### src/hdl/lesb_pkg.sv
// Shared types and constants of the line-editing serial buffer.
// Holds the item layouts, the character codes and the controller/datapath links.
// Depends on nothing; lesb_dp, lesb_ctrl and the top level import it.
package lesb_pkg;

    // Default depth of the receive and transmit rings.
    localparam int DEFAULT_RING_DEPTH = 128;

    // Operation codes of an input beat.
    localparam logic [1:0] OP_IRQ   = 2'd0;
    localparam logic [1:0] OP_READ  = 2'd1;
    localparam logic [1:0] OP_WRITE = 2'd2;

    // Character codes used by the line editor.
    localparam logic [7:0] CH_BS    = 8'h08;
    localparam logic [7:0] CH_LF    = 8'h0A;
    localparam logic [7:0] CH_CR    = 8'h0D;
    localparam logic [7:0] CH_SPACE = 8'h20;
    localparam logic [7:0] CH_DEL   = 8'h7F;

    // Payload of one input beat.
    typedef struct packed {
        logic [1:0] operation;
        logic       rx_ready;
        logic       tx_done;
        logic [7:0] data_char;
    } in_item_t;

    // Payload of one result beat.
    typedef struct packed {
        logic       reply_valid;
        logic [7:0] reply_char;
        logic       tx_start;
        logic [7:0] tx_char;
        logic       write_refused;
        logic       read_conflict;
    } out_item_t;

    // Which echo character a follow-up push step writes.
    typedef enum logic [1:0] {
        PUSH_NONE,
        PUSH_SPACE,
        PUSH_BS,
        PUSH_LF
    } push_sel_t;

    // Commands from the controller to the datapath.
    typedef struct packed {
        logic      load;
        logic      event_step;
        push_sel_t push;
        logic      serve;
        logic      capture;
    } ctl_cmd_t;

    // Status from the datapath to the controller.
    typedef struct packed {
        logic erase_ok;
        logic line_ok;
        logic slot_free;
    } dp_stat_t;

endpackage

### src/hdl/lesb_ctrl.sv
// Controller of the line-editing serial buffer: steps one beat through
// event handling, echo pushes, service and result capture.
// Depends on lesb_pkg.
module lesb_ctrl (
    input  logic               clk,
    input  logic               rst_n,
    input  logic               in_valid,
    output logic               in_ready,
    input  lesb_pkg::dp_stat_t stat,
    output lesb_pkg::ctl_cmd_t cmd
);
    import lesb_pkg::*;

    typedef enum logic [2:0] {
        S_IDLE,
        S_EVENT,
        S_ERASE_SPACE,
        S_ERASE_BS,
        S_LINE_LF,
        S_SERVE,
        S_CAPTURE
    } state_t;

    state_t state_reg, state_next;

    // Commands and next state for each step.
    always_comb
    begin
        state_next     = state_reg;
        cmd.load       = 1'b0;
        cmd.event_step = 1'b0;
        cmd.push       = PUSH_NONE;
        cmd.serve      = 1'b0;
        cmd.capture    = 1'b0;
        case (state_reg)
            S_IDLE:
            begin
                cmd.load = in_valid;
                if (in_valid)
                begin
                    state_next = S_EVENT;
                end
            end
            S_EVENT:
            begin
                cmd.event_step = 1'b1;
                if (stat.erase_ok)
                begin
                    state_next = S_ERASE_SPACE;
                end
                else if (stat.line_ok)
                begin
                    state_next = S_LINE_LF;
                end
                else
                begin
                    state_next = S_SERVE;
                end
            end
            S_ERASE_SPACE:
            begin
                cmd.push   = PUSH_SPACE;
                state_next = S_ERASE_BS;
            end
            S_ERASE_BS:
            begin
                cmd.push   = PUSH_BS;
                state_next = S_SERVE;
            end
            S_LINE_LF:
            begin
                cmd.push   = PUSH_LF;
                state_next = S_SERVE;
            end
            S_SERVE:
            begin
                if (stat.slot_free)
                begin
                    cmd.serve  = 1'b1;
                    state_next = S_CAPTURE;
                end
            end
            S_CAPTURE:
            begin
                cmd.capture = 1'b1;
                state_next  = S_IDLE;
            end
            default:
            begin
                state_next = S_IDLE;
            end
        endcase
    end

    // State register.
    always_ff @(posedge clk or negedge rst_n)
    begin
        if (!rst_n)
        begin
            state_reg <= S_IDLE;
        end
        else
        begin
            state_reg <= state_next;
        end
    end

    assign in_ready = (state_reg == S_IDLE);
endmodule

### config.mk
export PLATFORM = sky130hd
export DESIGN_NAME = lesb_ctrl
export DESIGN_NICKNAME = d
export VERILOG_FILES = /design/src/hdl/lesb_pkg.sv /design/src/hdl/lesb_ctrl.sv
export SDC_FILE = /design/constraint.sdc
export NUM_CORES = 1
export LEC_CHECK = 0
export ABC_AREA = 1
export ABC_CLOCK_PERIOD_IN_PS = 1500
export CORE_AREA = 2 2 39 41
export DETAILED_ROUTE_END_ITERATION = 7
export DIE_AREA = 0 0 41 43
export DONT_BUFFER_PORTS = 1
export GPL_TIMING_DRIVEN = 0
export HOLD_SLACK_MARGIN = 0.05
export PLACE_DENSITY = 0.31
export SLEW_MARGIN = 20
export SYNTH_ARGS = -nofsm -noshare
export SYNTH_HDL_FRONTEND = slang
export SYNTH_SLANG_ARGS = --single-unit
### constraint.sdc
create_clock -name clk -period 1.5 [get_ports clk]
set_clock_uncertainty 0.2 [all_clocks]
set_input_delay 0.225 -clock clk [delete_from_list [all_inputs] [get_ports clk]]
set_output_delay 0.225 -clock clk [all_outputs]
set_load 0.05 [all_outputs]
# After elaboration in Yosys (flattened, before gate mapping)
# Index checks and enable logic that the tools add are counted.
# totals
regBits,3
inputBits,6
output_inout_bits,7
elab_cells,23
# op_classes
n_eq_ne,8
muxes,11
reduce_logical,3
# op_table
cell,count
one-hot mux 3 bit (5 select lines),1
"== test 3 bit, second input constant",3
2-to-1 mux 3 bit,3
"== test 3 x 2 -> 1 bit, second input constant",2
2-to-1 mux 1 bit,6
one-hot mux 2 bit (3 select lines),1
"!= test 2 bit, second input constant",2
"== test 3 x 1 -> 1 bit, second input constant",1
logical NOT 3 bit,1
AND reduction 2 bit,1
OR reduction 2 bit,1

# Logic depth before layout (Yosys ltp)
# Gate-level depths: netlist of the first run.
# depth
word_depth,3
ltp_mapped,6
mapped_depth_nobuf,6

# Least setup slack after synthesis of the first run
# OpenSTA, ideal clock, no wires.
# synth_timing
kind,register to output
start,register state_reg[2]
end,output cmd[2] (netlist bit)
arrival_time_ps,1701
required_ps,1075
setup_slack_ps,-626
stages_incl_launch_ff,3
n_path_buf,0
cell_sequence,dfrtp_1 -> nand2_1 -> nor3b_1
# synth_rtl
item,line,rtl
"start, declared",lesb_ctrl.sv:24,"state_t state_reg, state_next;"
"start signal, assigned",lesb_ctrl.sv:104,state_reg <= state_next;
"end, declared",lesb_ctrl.sv:10,output lesb_pkg::ctl_cmd_t cmd

==> run metrics, run 1 <==
max reg flops 3; Synth Area in Adders 0%; status complete, but fails checks; clk buf depth 2; Nets 62; flops & latches, synth 3; CTS buffer count 3; Post-Syn Area 220 um2; max_slew headroom 61.5%; fmax 577 MHz; Total GRT Usage 10.6%; reg2reg end state_reg[0]; Core Region 1380 um2; type of the worst setup path reg -> out; post-synthesis mux area share 0%; Routed WL 818 um; Clk Latency, worst-skew pair 0.23 ns; worst r2r src state_reg[1]; pre-CTS WS -0.222 ns; PnR worst setup slack -0.232 ns; initial core utilization 15.9%; first-pass GRT wire length 1230 um; largest net degree at the start of global routing 7; Vias/cell 4.25; reg-to-reg slack, setup 0.09 ns; WL/cell 11.5 um; Gate Count Post-Synth 38; worst hold path depth 3; xor/xnor share of the synthesized area 0%; RSZ-0062 raised after global routing yes; clk sink count 3; drt pass-1 iters 3; initial antenna violation count 0; die area 1760 um2; clock root cell clkbuf_4; failing checks setup timing; Final min period 1.73 ns; row count 14; Reg area 78.8 um2; layout cells sized above 1 54.5%; global route overflow 0; hold path startpoint stat[0]; Diodes inserted 0; port bufs 0; Final Hold Viols 0; Max-cap violations 0; metal1 wirelength 309 um; Worst R2R Path Depth 8; simple-gate share of the synthesized area 47.2%; compound-cell area share of the yosys netlist 6.82%; synth unique cells 10; worst endpoint required time 1.07 ns; Slew @ Worst Pin 0.576 ns; leading cell types in the layout, fill and taps excluded nand2_1, buf_4, nand2_4, nor2_4, dlygate4sd3_1; count of final setup violators 7; hold slack 0.0774 ns; largest family of logic cells by synthesized area simple AND/OR/NAND/NOR gates; Post-Synthesis Mean Instance Area 5.80 um2; commonest non-fill, non-tap cell in the layout nand2_1; drt first-iter violations 3; final core occ 35.3%; vias in the first global route 302; max layer used met3; Via Count 302; DRC 0; fillers 147; crit share post-route 115%; clock-pin transition on the worst setup and hold timing paths 0.04 ns; Area Overhead vs Synth 122%; met2 wire len 486 um; crit-path max FO 4; CTS tree yes; Die H 43 um; Sum Neg Setup Slack -1.24 ns; YS warnings 0; I/O Pins 13; Slew Viols, Final 0; Hold Path Sink state_reg[0]; number of H-tree levels 1; critical path launch point type flip-flop; ANT nets after route 0; HPWL after DPL 493 um; routed length on met3 22 um; crit path DAT 1.31 ns; Syn Nets 44; GPL Wtd Cong 0.667; die width 41 um; Hold Crit Class in -> reg; nature of the critical path endpoint primary output; sequential area share after synthesis 34.1%; Multi-input gate area 213 um2
## synthesized netlist by cell type, drive strengths merged
cell type	number	area share (%)
nor3	1	2.3
a21oi	1	2.3
nand4	1	2.8
nand3	2	4.5
nor3b	1	3.4
dfrtp	3	34
inv	7	12
nor2	6	10
o21ai	2	4.5
nand2	14	24
## worst max path at each step
stage | startpoint | endpoint | cells after the start
6_report | state_reg[1] | cmd[1] | 3
5_1_grt | state_reg[1] | cmd[1] | 3
4_1_cts | state_reg[1] | cmd[2] | 2
3_5_place_dp | state_reg[2] | cmd[2] | 2
3_3_place_gp | state_reg[2] | cmd[1] | 2
2_1_floorplan | state_reg[2] | cmd[2] | 2
## through the flow
step / instance area (um2) / cells
2_1_floorplan: 244 / 38
3_3_place_gp: 264 / 54
3_5_place_dp: 264 / 54
4_1_cts: 445 / 68
5_1_grt: 488 / 71
6_report: 488 / 71
## layout make-up
| type | count | share of cell area, % |
|---|---|---|
| inverter | 7 | 7.18 |
| tap | 16 | 4.10 |
| clock buffer | 4 | 5.38 |
| timing repair buffer | 13 | 23.6 |
| sequential | 3 | 16.2 |
| multi-input combinational | 28 | 43.6 |
## critical path: stages (launching register included)
cell     delay, ns
dfrtp_2       0.47
inv_4         0.12
nand2_4       0.07
nor3_4        0.42
## per-layer routing
layer,up-vias,track usage [%]
li1,151,-
met1,147,11.4
met2,4,17.2
met3,0,1.57
met4,0,8.00
met5,-,0
## logic make-up (layout without fill, tap and decap cells)
group | count (synthesis) | in the layout
AOI/OAI and AO/OA | 3 | 3
buffers and inverters | 7 | 24
DFF | 3 | 3
and+or+nand+nor | 25 | 25
## repair_timing
item | 4_1_cts | 5_1_grt
resized for setup | 22 | 5
cloned | 0 | 0
pin swaps | 6 | 7
buffers inserted | 6 | 3
setup endpoints to repair | 7 | 8
hold buffers | 4 | 0
hold endpoints to repair | 5 | 0
Power of run 1 is not shown: default switching activity piles up to over one toggle a cycle in this logic, so the estimate is an artifact.
==> run 2: changes to the inputs <==
--- a/config.mk
+++ b/config.mk
@@ -6,7 +6,7 @@
 export NUM_CORES = 1
 export LEC_CHECK = 0
 export ABC_AREA = 1
-export ABC_CLOCK_PERIOD_IN_PS = 1500
+export ABC_CLOCK_PERIOD_IN_PS = 1800
 export CORE_AREA = 2 2 39 41
 export DETAILED_ROUTE_END_ITERATION = 7
 export DIE_AREA = 0 0 41 43
==> constraint.sdc (replaced) <==
create_clock -name clk -period 1.8 [get_ports clk]
set_clock_uncertainty 0.2 [all_clocks]
set_input_delay 0.27 -clock clk [delete_from_list [all_inputs] [get_ports clk]]
set_output_delay 0.27 -clock clk [all_outputs]
set_load 0.05 [all_outputs]
==> run 2 against run 1 <==
Effect of this change: the flow still finishes with violations (setup timing); sequential share of layout area up 5.6 points; final cell count decreased by 14%; worst hold slack better by 0.0035 ns; non-clock buffer count is 10 lower; first-iteration DRC count fell by 100%; critical path type unchanged; critical endpoint is now cmd[2].
==> run metrics, run 2 (synthesis gave the netlist of run 1 again) <==
status complete, but fails checks; failing checks setup timing; Max-cap violations 0 (unchanged); vias in the first global route 234 (-23%); commonest non-fill, non-tap cell in the layout nand2_1; Multi-input gate area 180 um2 (-15%); number of H-tree levels 1 (unchanged); die area 1760 um2 (unchanged); met3 Usage GRT 4.71% (+3.1 points); initial antenna violation count 0 (unchanged); clk sink count 3 (unchanged); Total GRT Usage 8.16% (-2.4 points); Via Count 252 (-17%); clock root cell clkbuf_4; Reg area 78.8 um2 (unchanged); CTS buffer count 3 (unchanged); Slew Viols, Final 0 (unchanged); DRC 0 (unchanged); WL/cell 9.54 um (-17%); critical path launch point type flip-flop; drt pass-1 iters 1 (-2); fmax 554 MHz; I/O Pins 13 (unchanged); max_slew headroom 62.4% (+0.86 points); type of the worst setup path reg -> out; CTS tree yes; clock-pin transition on the worst setup and hold timing paths 0.03 ns (about the same); met1 GRT Util 9.74% (-1.6 points); RSZ-0062 raised after global routing yes; nature of the critical path endpoint primary output; Final Hold Viols 0 (unchanged); Die H 43 um (unchanged); Sum Neg Setup Slack -0.00416 ns (+1.23 ns); crit path DAT 1.33 ns (+0.02 ns); Clk Latency, worst-skew pair 0.23 ns (about the same); port bufs 0 (unchanged); largest net degree at the start of global routing 8 (+1); Nets 52 (-16%); first-pass GRT wire length 910 um (-26%); max reg flops 3 (unchanged); Core Region 1380 um2 (unchanged); crit-path max FO 6 (+2); Final min period 1.80 ns; leading cell types in the layout, fill and taps excluded nand2_1, inv_1, nand2_2, clkbuf_4, dfrtp_2; GPL Wtd Cong 0.661 (-0.99%); Vias/cell 4.13 (-2.9%); Area Overhead vs Synth 64.8%; fillers 163 (+11%); layout cells sized above 1 44.4% (-10 points); Slew @ Worst Pin 0.564 ns (-0.0129 ns); PnR worst setup slack -0.00416 ns (+0.228 ns); Routed WL 582 um (-29%); initial core utilization 15.9% (unchanged); global route overflow 0 (unchanged); met2 Track Usage GR 10.3% (-6.9 points); clk buf depth 2 (unchanged); drt first-iter violations 0 (-3); worst endpoint required time 1.33 ns (+0.26 ns); GRT Max-Usage Layer met2; Hold Crit Class in -> reg; ANT nets after route 0 (unchanged); HPWL after DPL 456 um (-7.5%); Diodes inserted 0 (unchanged); row count 14 (unchanged); crit share post-route 100%; die width 41 um (unchanged); count of final setup violators 1 (-6)
[run 2: cell types whose count changed in the layout (fill, tap and decap cells not counted), sizes merged]
cell         delta
buf             -8
dlygate4sd3     -2
[run 2: path summary, 6_finish.rpt]
check                                    end  slack (ns)          from  depth (start not counted)
worst max-delay path                  cmd[2]      -0.004  state_reg[2]                          2
worst min-delay path            state_reg[0]        0.08       stat[2]                          5
worst max register to register  state_reg[1]        0.54  state_reg[2]                          5
worst min register to register  state_reg[2]        0.46  state_reg[1]                          3
max in group asynchronous       state_reg[2]        1.16         rst_n                          1
min in group asynchronous       state_reg[0]        0.09         rst_n                          1
[run 2: worst max-delay path: stages, from the launching register on]
cell and delay (ns):
dfrtp_2 0.45, nand2_2 0.13, nor3b_4 0.52
[run 2: area by class of cell]
| class | instances | share of cell area [%] |
|---|---|---|
| clock buffers | 4 | 7.24 |
| inverters | 7 | 8.28 |
| multi-input cells | 28 | 49.7 |
| flip-flops and latches | 3 | 21.7 |
| well taps | 16 | 5.52 |
| repair buffers | 3 | 7.59 |
[run 2: metrics by stage]
stage / hold slack, ns / instances / cell area (um2) / setup WS [ns] / util [%]
after global routing: 0.0891 / 61 / 363 / -0.0559 / 26.2
after detailed placement: -0.225 / 54 / 253 / -0.0557 / 18.3
after global placement: -0.226 / 54 / 253 / -0.0605 / 18.3
after CTS: 0.0772 / 60 / 312 / -0.213 / 22.5
after floorplan: -0.226 / 38 / 233 / 0.0322 / -
final: 0.0809 / 61 / 363 / -0.00416 / 26.2
[run 2: routing by layer]
layer,share of wire (%),vias to the layer above,wire length (um)
met5,0,-,0
met4,0,0,0
met3,6.0,0,35
met2,52,8,301
met1,42,113,245
li1,-,131,-
[run 2: what timing repair did]
action	in CTS	in global routing
pin swaps	0	2
endpoints found under the hold margin	4	0
buffers inserted	0	1
hold buffers	2	0
resized for setup	3	15
endpoints found under the setup margin	7	7
Power of run 2 is left out for the same reason.
