### config.mk
export PLATFORM = sky130hd
export DESIGN_NAME = lesb_dp
export DESIGN_NICKNAME = d
export VERILOG_FILES = /design/src/hdl/lesb_pkg.sv /design/src/hdl/lesb_ram.sv /design/src/hdl/lesb_dp.sv
export SDC_FILE = /design/constraint.sdc
export NUM_CORES = 2
export LEC_CHECK = 0
export BUFFER_PORTS_ARGS = -buffer_cell sky130_fd_sc_hd__buf_2
export CAP_MARGIN = 20
export CORE_MARGIN = 2
export CORE_UTILIZATION = 59
export CTS_BUF_LIST = sky130_fd_sc_hd__clkbuf_4 sky130_fd_sc_hd__clkbuf_8
export DETAILED_ROUTE_END_ITERATION = 8
export GPL_TIMING_DRIVEN = 1
export HOLD_SLACK_MARGIN = 0.15
export PLACE_DENSITY = 0.79
export REMOVE_ABC_BUFFERS = 1
export SLEW_MARGIN = 20
export SYNTH_ARGS = -nofsm -noshare
export SYNTH_HDL_FRONTEND = slang
export SYNTH_SLANG_ARGS = --single-unit
### constraint.sdc
create_clock -name clk -period 4.9 [get_ports clk]
set_clock_uncertainty 0.2 [all_clocks]
set_input_delay 0.98 -clock clk [delete_from_list [all_inputs] [get_ports clk]]
set_output_delay 0.98 -clock clk [all_outputs]
set_load 0.02 [all_outputs]
### src/hdl/lesb_pkg.sv
// Shared types and constants of the line-editing serial buffer.
// Holds the item layouts, the character codes and the controller/datapath links.
// Depends on nothing; lesb_dp, lesb_ctrl and the top level import it.
package lesb_pkg;

    // Default depth of the receive and transmit rings.
    localparam int DEFAULT_RING_DEPTH = 128;

    // Operation codes of an input beat.
    localparam logic [1:0] OP_IRQ   = 2'd0;
    localparam logic [1:0] OP_READ  = 2'd1;
    localparam logic [1:0] OP_WRITE = 2'd2;

    // Character codes used by the line editor.
    localparam logic [7:0] CH_BS    = 8'h08;
    localparam logic [7:0] CH_LF    = 8'h0A;
    localparam logic [7:0] CH_CR    = 8'h0D;
    localparam logic [7:0] CH_SPACE = 8'h20;
    localparam logic [7:0] CH_DEL   = 8'h7F;

    // Payload of one input beat.
    typedef struct packed {
        logic [1:0] operation;
        logic       rx_ready;
        logic       tx_done;
        logic [7:0] data_char;
    } in_item_t;

    // Payload of one result beat.
    typedef struct packed {
        logic       reply_valid;
        logic [7:0] reply_char;
        logic       tx_start;
        logic [7:0] tx_char;
        logic       write_refused;
        logic       read_conflict;
    } out_item_t;

    // Which echo character a follow-up push step writes.
    typedef enum logic [1:0] {
        PUSH_NONE,
        PUSH_SPACE,
        PUSH_BS,
        PUSH_LF
    } push_sel_t;

    // Commands from the controller to the datapath.
    typedef struct packed {
        logic      load;
        logic      event_step;
        push_sel_t push;
        logic      serve;
        logic      capture;
    } ctl_cmd_t;

    // Status from the datapath to the controller.
    typedef struct packed {
        logic erase_ok;
        logic line_ok;
        logic slot_free;
    } dp_stat_t;

endpackage

### src/hdl/lesb_ram.sv
// Generic single-clock RAM with one write port and one registered read port.
// Used for both character rings of the line-editing serial buffer.
// Depends on nothing.
module lesb_ram #(
    parameter int WIDTH = 8,
    parameter int DEPTH = 128
) (
    input  logic                     clk,
    input  logic                     wr_en,
    input  logic [$clog2(DEPTH)-1:0] wr_addr,
    input  logic [WIDTH-1:0]         wr_data,
    input  logic                     rd_en,
    input  logic [$clog2(DEPTH)-1:0] rd_addr,
    output logic [WIDTH-1:0]         rd_data
);
    logic [WIDTH-1:0] mem [DEPTH];
    logic [WIDTH-1:0] rd_data_reg;

    // Write port and registered read port.
    always_ff @(posedge clk)
    begin
        if (wr_en)
        begin
            mem[wr_addr] <= wr_data;
        end
        if (rd_en)
        begin
            rd_data_reg <= mem[rd_addr];
        end
    end

    assign rd_data = rd_data_reg;
endmodule

### src/hdl/lesb_dp.sv
// Datapath of the line-editing serial buffer: ring pointers, counts, flags,
// the two ring memories and the result register.
// Depends on lesb_pkg and lesb_ram.
module lesb_dp #(
    parameter int RING_DEPTH = lesb_pkg::DEFAULT_RING_DEPTH
) (
    input  logic                clk,
    input  logic                rst_n,
    input  lesb_pkg::in_item_t  item,
    input  lesb_pkg::ctl_cmd_t  cmd,
    output lesb_pkg::dp_stat_t  stat,
    output lesb_pkg::out_item_t result_data,
    output logic                result_valid,
    input  logic                result_ready
);
    import lesb_pkg::*;

    localparam int PTR_W = $clog2(RING_DEPTH);
    localparam int CNT_W = $clog2(RING_DEPTH + 1);
    localparam int SUM_W = CNT_W + 1;
    localparam logic [PTR_W-1:0] LAST_POS = PTR_W'(RING_DEPTH - 1);
    localparam logic [CNT_W-1:0] FULL_CNT = CNT_W'(RING_DEPTH);
    localparam logic [SUM_W-1:0] FULL_SUM = SUM_W'(RING_DEPTH);

    // Ring position one step forward, wrapping at the ring depth.
    function automatic logic [PTR_W-1:0] pos_inc(input logic [PTR_W-1:0] p);
        return (p == LAST_POS) ? '0 : p + PTR_W'(1);
    endfunction

    // Ring position one step back, wrapping at the ring depth.
    function automatic logic [PTR_W-1:0] pos_dec(input logic [PTR_W-1:0] p);
        return (p == '0) ? LAST_POS : p - PTR_W'(1);
    endfunction

    in_item_t         item_reg;
    logic [PTR_W-1:0] rx_head_reg, rx_head_next;
    logic [PTR_W-1:0] rx_tail_reg, rx_tail_next;
    logic [CNT_W-1:0] ready_cnt_reg, ready_cnt_next;
    logic [CNT_W-1:0] edit_cnt_reg, edit_cnt_next;
    logic [PTR_W-1:0] tx_head_reg, tx_head_next;
    logic [PTR_W-1:0] tx_tail_reg, tx_tail_next;
    logic [CNT_W-1:0] tx_cnt_reg, tx_cnt_next;
    logic             waiting_reg, waiting_next;
    logic             tx_idle_reg, tx_idle_next;
    logic             refused_reg, refused_next;
    logic             conflict_reg, conflict_next;
    logic             rv_pend_reg, rv_pend_next;
    logic             ts_pend_reg, ts_pend_next;
    logic             out_valid_reg, out_valid_next;
    out_item_t        out_reg;

    logic [7:0]       ch;
    logic             irq_rx;
    logic             is_erase_ch;
    logic             is_nl_ch;
    logic             is_print_ch;
    logic [SUM_W-1:0] line_sum;
    logic             rx_room;
    logic             erase_ok;
    logic             line_ok;
    logic             print_ok;
    logic             op_write;
    logic             tx_room;
    logic             ev_push;
    logic [7:0]       ev_push_char;
    logic             push_en;
    logic [7:0]       push_char;
    logic             rx_wr_en;
    logic [7:0]       rx_wr_data;
    logic             serve_rx;
    logic             serve_tx;
    logic [7:0]       rx_rd_data;
    logic [7:0]       tx_rd_data;

    // Classify the held beat against the ring state before this step.
    assign ch          = item_reg.data_char;
    assign irq_rx      = (item_reg.operation == OP_IRQ) && item_reg.rx_ready;
    assign is_erase_ch = (ch == CH_BS) || (ch == CH_DEL);
    assign is_nl_ch    = (ch == CH_CR) || (ch == CH_LF);
    assign is_print_ch = (ch >= CH_SPACE) && (ch < CH_DEL);
    assign line_sum    = {1'b0, ready_cnt_reg} + {1'b0, edit_cnt_reg};
    assign rx_room     = line_sum < FULL_SUM;
    assign erase_ok    = irq_rx && is_erase_ch && (edit_cnt_reg != '0);
    assign line_ok     = irq_rx && is_nl_ch && rx_room;
    assign print_ok    = irq_rx && is_print_ch && rx_room;
    assign op_write    = item_reg.operation == OP_WRITE;
    assign tx_room     = tx_cnt_reg < FULL_CNT;

    // Character pushed into the transmit ring on the event step.
    assign ev_push = erase_ok || line_ok || print_ok || op_write;
    always_comb
    begin
        if (erase_ok)
        begin
            ev_push_char = CH_BS;
        end
        else if (line_ok)
        begin
            ev_push_char = CH_CR;
        end
        else
        begin
            ev_push_char = ch;
        end
    end

    // Transmit ring write: the event step or one of the follow-up echo steps.
    always_comb
    begin
        push_en   = 1'b0;
        push_char = ev_push_char;
        case (cmd.push)
            PUSH_SPACE:
            begin
                push_en   = tx_room;
                push_char = CH_SPACE;
            end
            PUSH_BS:
            begin
                push_en   = tx_room;
                push_char = CH_BS;
            end
            PUSH_LF:
            begin
                push_en   = tx_room;
                push_char = CH_LF;
            end
            default:
            begin
                push_en = cmd.event_step && ev_push && tx_room;
            end
        endcase
    end

    // Receive ring write on the event step.
    assign rx_wr_en   = cmd.event_step && (line_ok || print_ok);
    assign rx_wr_data = line_ok ? CH_LF : ch;

    // Reader and transmitter service.
    assign serve_rx = cmd.serve && waiting_reg && (ready_cnt_reg != '0);
    assign serve_tx = cmd.serve && tx_idle_reg && (tx_cnt_reg != '0);

    // Next state of pointers, counts and flags.
    always_comb
    begin
        rx_head_next   = rx_head_reg;
        rx_tail_next   = rx_tail_reg;
        ready_cnt_next = ready_cnt_reg;
        edit_cnt_next  = edit_cnt_reg;
        tx_head_next   = tx_head_reg;
        tx_tail_next   = tx_tail_reg;
        tx_cnt_next    = tx_cnt_reg;
        waiting_next   = waiting_reg;
        tx_idle_next   = tx_idle_reg;
        refused_next   = refused_reg;
        conflict_next  = conflict_reg;
        rv_pend_next   = rv_pend_reg;
        ts_pend_next   = ts_pend_reg;

        if (cmd.load)
        begin
            refused_next  = 1'b0;
            conflict_next = 1'b0;
            rv_pend_next  = 1'b0;
            ts_pend_next  = 1'b0;
        end

        if (cmd.event_step)
        begin
            if (erase_ok)
            begin
                edit_cnt_next = edit_cnt_reg - CNT_W'(1);
                rx_head_next  = pos_dec(rx_head_reg);
            end
            if (line_ok)
            begin
                rx_head_next   = pos_inc(rx_head_reg);
                ready_cnt_next = ready_cnt_reg + edit_cnt_reg + CNT_W'(1);
                edit_cnt_next  = '0;
            end
            if (print_ok)
            begin
                rx_head_next  = pos_inc(rx_head_reg);
                edit_cnt_next = edit_cnt_reg + CNT_W'(1);
            end
            if ((item_reg.operation == OP_IRQ) && item_reg.tx_done)
            begin
                tx_idle_next = 1'b1;
            end
            if (item_reg.operation == OP_READ)
            begin
                if (waiting_reg)
                begin
                    conflict_next = 1'b1;
                end
                else
                begin
                    waiting_next = 1'b1;
                end
            end
            if (op_write && !tx_room)
            begin
                refused_next = 1'b1;
            end
        end

        if (push_en)
        begin
            tx_head_next = pos_inc(tx_head_reg);
            tx_cnt_next  = tx_cnt_reg + CNT_W'(1);
        end

        if (serve_rx)
        begin
            rx_tail_next   = pos_inc(rx_tail_reg);
            ready_cnt_next = ready_cnt_reg - CNT_W'(1);
            waiting_next   = 1'b0;
            rv_pend_next   = 1'b1;
        end

        if (serve_tx)
        begin
            tx_tail_next = pos_inc(tx_tail_reg);
            tx_cnt_next  = tx_cnt_reg - CNT_W'(1);
            tx_idle_next = 1'b0;
            ts_pend_next = 1'b1;
        end
    end

    // Result slot: filled on capture, emptied when the beat is taken.
    always_comb
    begin
        if (cmd.capture)
        begin
            out_valid_next = 1'b1;
        end
        else if (result_ready)
        begin
            out_valid_next = 1'b0;
        end
        else
        begin
            out_valid_next = out_valid_reg;
        end
    end

    // Control registers.
    always_ff @(posedge clk or negedge rst_n)
    begin
        if (!rst_n)
        begin
            rx_head_reg   <= '0;
            rx_tail_reg   <= '0;
            ready_cnt_reg <= '0;
            edit_cnt_reg  <= '0;
            tx_head_reg   <= '0;
            tx_tail_reg   <= '0;
            tx_cnt_reg    <= '0;
            waiting_reg   <= 1'b0;
            tx_idle_reg   <= 1'b1;
            refused_reg   <= 1'b0;
            conflict_reg  <= 1'b0;
            rv_pend_reg   <= 1'b0;
            ts_pend_reg   <= 1'b0;
            out_valid_reg <= 1'b0;
        end
        else
        begin
            rx_head_reg   <= rx_head_next;
            rx_tail_reg   <= rx_tail_next;
            ready_cnt_reg <= ready_cnt_next;
            edit_cnt_reg  <= edit_cnt_next;
            tx_head_reg   <= tx_head_next;
            tx_tail_reg   <= tx_tail_next;
            tx_cnt_reg    <= tx_cnt_next;
            waiting_reg   <= waiting_next;
            tx_idle_reg   <= tx_idle_next;
            refused_reg   <= refused_next;
            conflict_reg  <= conflict_next;
            rv_pend_reg   <= rv_pend_next;
            ts_pend_reg   <= ts_pend_next;
            out_valid_reg <= out_valid_next;
        end
    end

    // Payload registers: the held input beat and the result beat.
    always_ff @(posedge clk)
    begin
        if (cmd.load)
        begin
            item_reg <= item;
        end
        if (cmd.capture)
        begin
            out_reg.reply_valid   <= rv_pend_reg;
            out_reg.reply_char    <= rv_pend_reg ? rx_rd_data : 8'h00;
            out_reg.tx_start      <= ts_pend_reg;
            out_reg.tx_char       <= ts_pend_reg ? tx_rd_data : 8'h00;
            out_reg.write_refused <= refused_reg;
            out_reg.read_conflict <= conflict_reg;
        end
    end

    // Receive ring: written at the head, read at the tail.
    lesb_ram #(
        .WIDTH (8),
        .DEPTH (RING_DEPTH)
    ) u_rx_ram (
        .clk     (clk),
        .wr_en   (rx_wr_en),
        .wr_addr (rx_head_reg),
        .wr_data (rx_wr_data),
        .rd_en   (serve_rx),
        .rd_addr (rx_tail_reg),
        .rd_data (rx_rd_data)
    );

    // Transmit ring: written at the head, read at the tail.
    lesb_ram #(
        .WIDTH (8),
        .DEPTH (RING_DEPTH)
    ) u_tx_ram (
        .clk     (clk),
        .wr_en   (push_en),
        .wr_addr (tx_head_reg),
        .wr_data (push_char),
        .rd_en   (serve_tx),
        .rd_addr (tx_tail_reg),
        .rd_data (tx_rd_data)
    );

    assign stat.erase_ok  = erase_ok;
    assign stat.line_ok   = line_ok;
    assign stat.slot_free = !out_valid_reg || result_ready;
    assign result_data    = out_reg;
    assign result_valid   = out_valid_reg;
endmodule

# ---- Yosys cells after proc, flatten, opt, wreduce, memory -nomap -nowiden
# Memories as Yosys holds them, arrays and structs flattened. A register that Yosys moved wholly into a read port is not among the register bits.
# Index checks and enable logic that the tools add are counted.
dict set report totals {
  reg_bits 91
  ram_bits 2048
  in_bits 21
  out_inout_bits 24
  word_cells 145
  mem_count 2
}
dict set report op_classes {
  n_addsub 13
  magnitude_cmp 4
  eq_ne 13
  mux 43
  n_reduce_logical 46
}
# name words width read_ports rd_clocked_by_memory_dff write_ports line_no
set mem_list {}
lappend mem_list {u_rx_ram.mem 128 8 1 1 1 lesb_ram.sv:16} ;# logic [WIDTH-1:0] mem [DEPTH];
lappend mem_list {u_tx_ram.mem 128 8 1 1 1 lesb_ram.sv:16}
# cell count
set op_table {}
lappend op_table {{two-way mux 8 bit} 11}
lappend op_table {{two-way mux 7 bit} 8}
lappend op_table {{adder 7 x 1 -> 7 bit, second input constant} 4}
lappend op_table {{== test 7 bit, second input constant} 4}
lappend op_table {{adder 8 x 1 -> 8 bit, second input constant} 3}
lappend op_table {{== test 8 x 4 -> 1 bit, second input constant} 3}
lappend op_table {{one-hot mux 8 bit (3 select lines)} 1}
lappend op_table {{nonzero test 8 bit} 3}
lappend op_table {{subtractor 8 x 1 -> 8 bit, second input constant} 3}
lappend op_table {{two-way mux 1 bit} 23}
lappend op_table {{nonzero test 2 bit} 9}
lappend op_table {{logical AND 1 bit} 17}
lappend op_table {{adder 8 x 8 -> 9 bit} 1}
lappend op_table {{< comparator 9 x 8 -> 1 bit, second input constant} 1}
lappend op_table {{adder 8 bit} 1}
lappend op_table {{== test 8 x 7 -> 1 bit, second input constant} 1}
lappend op_table {{>= comparator 8 x 6 -> 1 bit, second input constant} 1}
lappend op_table {{< comparator 8 x 7 -> 1 bit, second input constant} 1}
lappend op_table {{< comparator 8 bit, second input constant} 1}
lappend op_table {{AND reduction 2 bit} 4}
lappend op_table {{logical NOT 7 bit} 1}
lappend op_table {{logical OR 1 bit} 7}
lappend op_table {{subtractor 7 x 1 -> 7 bit, second input constant} 1}
lappend op_table {{== test 2 bit, second input constant} 3}
lappend op_table {{5 further kinds} 7}

# ---- Longest topological paths before layout
dict set report depth {
  word_depth 12
  depth_mapped 10
  ltp_nobuf 10
}

# ---- Cells and area by module
# From an unflattened synthesis, not the netlist that was laid out.
dict set report hier_totals {
  cells_unflattened 3790
  area_unflattened_um2 84808.8
}
# mod n_inst cells_per_inst area_each_um2 seq_area_each_um2
set modules_own_cells {}
lappend modules_own_cells {lesb_ram 2 1635 39745.6 30989.7}
lappend modules_own_cells {lesb_dp 1 520 5317.6 2438.6}

# ---- Worst setup path before layout
# No wires, ideal clock.
dict set report synth_path {
  path_type {input -> register}
  start {in cmd[2] (netlist name)}
  end {mem u_tx_ram.mem[0][3] (data pin)}
  setup_time_ns 0.853
  arrival_time_ns 4.280
  required_ns 3.847
  path_slack_ns -0.433
  path_stages 1
  n_path_buf 0
  path_cell_list {o21bai_1}
}
dict set report synth_via {
  elab_chain_cells 2
  word_cells_on_any_way 4
  cone_classes {eq/ne: 3; mux: 1}
}
# item line_no
set synth_lines {}
lappend synth_lines {{start: declaration} lesb_dp.sv:10} ;# input lesb_pkg::ctl_cmd_t cmd,
lappend synth_lines {{== test 2 bit or == test 2 x 1 -> 1 bit (tied branches)} lesb_dp.sv:112} ;# case (cmd.push)
lappend synth_lines {{one-hot mux 8 bit (3 select lines) *} lesb_dp.sv:112}
lappend synth_lines {{end: declaration} lesb_ram.sv:16}
# Mark *: on every way between the ends. The rest lies on a longest branch, timed or not.

==> impl_metrics.toml <==
[status]
outcome = "finished clean"

[min_path]
holdCritStartpoint = "refused_reg"
destination_of_the_worst_hold_path = "result_data[1]"
holdPathStages = 0
holdCritPathClass = "reg -> reg"

[layout]
layout-drive-gt1-share_pct = 30.4
final_cell_mix = "2096 x sky130_fd_sc_hd__edfxtp_1, 608 x sky130_fd_sc_hd__mux4_2, 351 x sky130_fd_sc_hd__clkbuf_8"
area_growth_syn_to_layout_pct = 12.0
layout.cells.non_filler = 6412
post-route-util_pct = 66.4
mostFrequentLayoutCell = "sky130_fd_sc_hd__edfxtp_1"
layout.nets = 4300

[global_route]
grt_first_pass_wirelength_um = 286000
grt_antenna_before_repair = 4
grt_usage_pct = 26.9
via_count_of_the_first_global_routing_pass = 42900
grt_overflow_total = 0
maximum_number_of_pins_on_one_net_before_global_route_repair = 129

[logic_synthesis]
yosysUniqueCellTypes = 77
synth-simple-area-share_pct = 3.02
yosys_warnings = 0
synth_compound_area_share_pct = 2.09
register_area_share_after_synthesis_pct = 75.9
synth.ff_latch_count = 2155
synthXorXnorAreaFrac_pct = 0.289
main_combinational_cell_family_by_area_after_synthesis = "multiplexers"
post_synth_fa_ha_maj_area_fraction_pct = 0.430
netlist.area_leader.share_pct = 74.2
netlist.top_cell.by_area = "sky130_fd_sc_hd__edfxtp_1"
fraction_of_registers_with_async_set_or_reset_after_synthesis_pct = 2.74
synth_mux_area_share_pct = 17.0
netlist_instances = 3929
netlist_top_cells_area = "sky130_fd_sc_hd__edfxtp_1 74%, sky130_fd_sc_hd__mux4_2 16%, sky130_fd_sc_hd__dfrtp_1 1.7%"
synth_edf_count = 2096
synth_top_flop_cell = "sky130_fd_sc_hd__edfxtp_1"
syn_area_per_cell_um2 = 21.6
syn-cell-area_um2 = 84900

[sta]
setup-violations-final = 0
totalNegativeSetupSlack_ps = 0
timing.final.max_slew_violations = 0
finalCriticalPeriod_ps = 4780
finalCritPeriodShare_pct = 97.6
tightest_slew_ps = 1150
fmax_ghz = 0.209
slew-limit-headroom_pct = 22.8
report.final.hold_viol_count = 0

[floorplanning]
core_region_area_um2 = 143000
fp.dieW_um = 383
design.die.area_um2 = 147000
initial_core_util_pct = 59.3
boundaryPins = 45
die_height_um = 383
rows = 139

[route]
post-route-drc-count = 0
drt_pre_antenna_iters = 7
vias_per_cell = 6.68
routedWlPerCell_um = 30.4
wirelength_um = 195000
detail_route.iter0.violations = 5814
postRouteAntennaNets = 0
via_count = 42800

[job]
max_cap_violations = 0

[placed_design]
half_perimeter_wire_length_after_detailed_placement_um = 118000
port_buffers = 44
place.detailed.instances = 5794
gpl.final_weighted_congestion = 0.901

[setup_path]
worst_ep_required_time_ps = 3720
critical_path.reg2reg.endpoint = "u_rx_ram.mem[126][0]"
reg2regPathDepth = 8
criticalPathCategory = "reg -> out"
timing.critical_path.fanout_max = 10
timing.reg2reg.setup_slack_ps = 280
timing.critical_path.from_type = "flop"
critical_path.reg2reg.startpoint = "edit_cnt_reg[6]"
timing.critical_path.to_type = "output port"
worstPathArrival_ps = 3600

[clock_network]
cts.htree.levels = 5
tritoncts.num_buffers = 342
tritoncts = "yes"
cts.clk_slew.worst_paths_ps = 60
numClockSinks = 2155
post-cts-setup-buffers = 0
clk_path_buf_depth = 4
clock_tree.root_cell = "sky130_fd_sc_hd__clkbuf_8"
clk_latency_ps = 1050

[pwr]
power.static_leakage_nw = 30.0
ir_drop_mv = 0.462
power_density_nw_per_um2 = 520
==> Yosys cell counts, types with 5 or more instances <==
cell type and number:
sky130_fd_sc_hd__and2_1 23, sky130_fd_sc_hd__mux4_2 608, sky130_fd_sc_hd__nand2_1 58, sky130_fd_sc_hd__xor2_1 6, sky130_fd_sc_hd__a22oi_1 33, sky130_fd_sc_hd__ha_1 26
sky130_fd_sc_hd__a221oi_1 37, sky130_fd_sc_hd__a21oi_1 22, sky130_fd_sc_hd__and3_1 11, sky130_fd_sc_hd__mux2i_1 69, sky130_fd_sc_hd__edfxtp_1 2096, sky130_fd_sc_hd__o21ai_0 55
sky130_fd_sc_hd__or2_2 6, sky130_fd_sc_hd__buf_1 28, sky130_fd_sc_hd__nor2_1 319, sky130_fd_sc_hd__nor4_1 9, sky130_fd_sc_hd__o21a_1 7, sky130_fd_sc_hd__dfrtp_1 58
sky130_fd_sc_hd__nand2b_1 9, sky130_fd_sc_hd__a211oi_1 8, sky130_fd_sc_hd__nor2b_1 8, sky130_fd_sc_hd__nand3_2 5, sky130_fd_sc_hd__a31oi_1 6, sky130_fd_sc_hd__buf_2 69
sky130_fd_sc_hd__nor3_1 18, sky130_fd_sc_hd__xnor2_1 22, sky130_fd_sc_hd__clkbuf_1 109, sky130_fd_sc_hd__inv_1 34, sky130_fd_sc_hd__nand4_1 30, sky130_fd_sc_hd__o21ai_2 5
sky130_fd_sc_hd__a21o_1 6, sky130_fd_sc_hd__nor3b_1 9, sky130_fd_sc_hd__nand3_1 24
==> logic make-up (layout without fill, tap and decap cells) <==
group	Yosys count	count (layout)
adders and majority gates	28	28
xor gates and xnor gates	28	28
AOI/OAI and AO/OA	233	233
muxes	684	684
and+or+nand+nor	552	552
DFF	2155	2155
other	0	4
buffers and inverters	249	825
==> report_power, final <==
part | total (mW) | leakage [nW] | switching [mW] | internal, mW
logic | 12.5 | 6.67 | 6.52 | 5.97
clock network | 15.4 | 3.59 | 6.86 | 8.55
registers | 21.5 | 19.7 | 0.705 | 20.8
==> stage by stage <==
stage	hold slack, ps	cell area, µm²	setup WS, ps	total power [mW]
after floorplan	225	84000	-6740	30.5
after global placement	232	88100	484	33.9
after detailed placement	247	88100	363	34.2
after CTS	254	95000	32.7	49.6
after global routing	263	95100	-9.48	50.9
final	261	95100	116	49.4
==> layer usage <==
| layer | vias to the layer above | GRT usage (%) | wire [µm] |
|---|---|---|---|
| met5 | - | 0 | 36 |
| met4 | 6 | 8.92 | 6190 |
| met3 | 405 | 7.31 | 23200 |
| met2 | 3085 | 40.4 | 91400 |
| met1 | 22200 | 38.9 | 74300 |
| li1 | 17200 | - | - |
==> area by class of cell <==
cell class                 instances  area (µm²)
antenna                            4        10.0
clock buffer                     433        5450
clock inverter                   165        1360
fill                            8585       48100
inverter                          37         141
multi-input combinational       1525       19500
sequential                      2155       64400
tap                             1903        2380
timing repair buffer             190        1750
==> repair_timing <==
action | CTS | global route
setup endpoints to repair | 1 | 1
endpoints found under the hold margin | 54 | 0
hold buffers | 16 | 0
resized for setup | 1 | 2
==> critical path, cell delays in order (launching register included) <==
cell                      delay (ps)
sky130_fd_sc_hd__dfrtp_1         500
sky130_fd_sc_hd__ha_2            390
sky130_fd_sc_hd__a21o_1          220
sky130_fd_sc_hd__a311o_1         350
sky130_fd_sc_hd__o211a_2         340
sky130_fd_sc_hd__or3_4           450
sky130_fd_sc_hd__inv_1           140
sky130_fd_sc_hd__buf_2           210
==> how the worst max path moves through the flow <==
stage,slack [ps],startpoint,end,cells past startpoint
5_1_grt,-9,edit_cnt_reg[6],stat[1],7
3_5_place_dp,360,ready_cnt_reg[6],u_rx_ram.mem[126][0],8
6_report,120,edit_cnt_reg[6],stat[1],7
4_1_cts,30,edit_cnt_reg[6],stat[1],7
2_1_floorplan,-6740,rx_tail_reg[0],u_rx_ram.rd_data[0],4
3_3_place_gp,480,ready_cnt_reg[6],u_rx_ram.mem[126][3],8
Note: power is estimated with default switching activity, not from simulation.
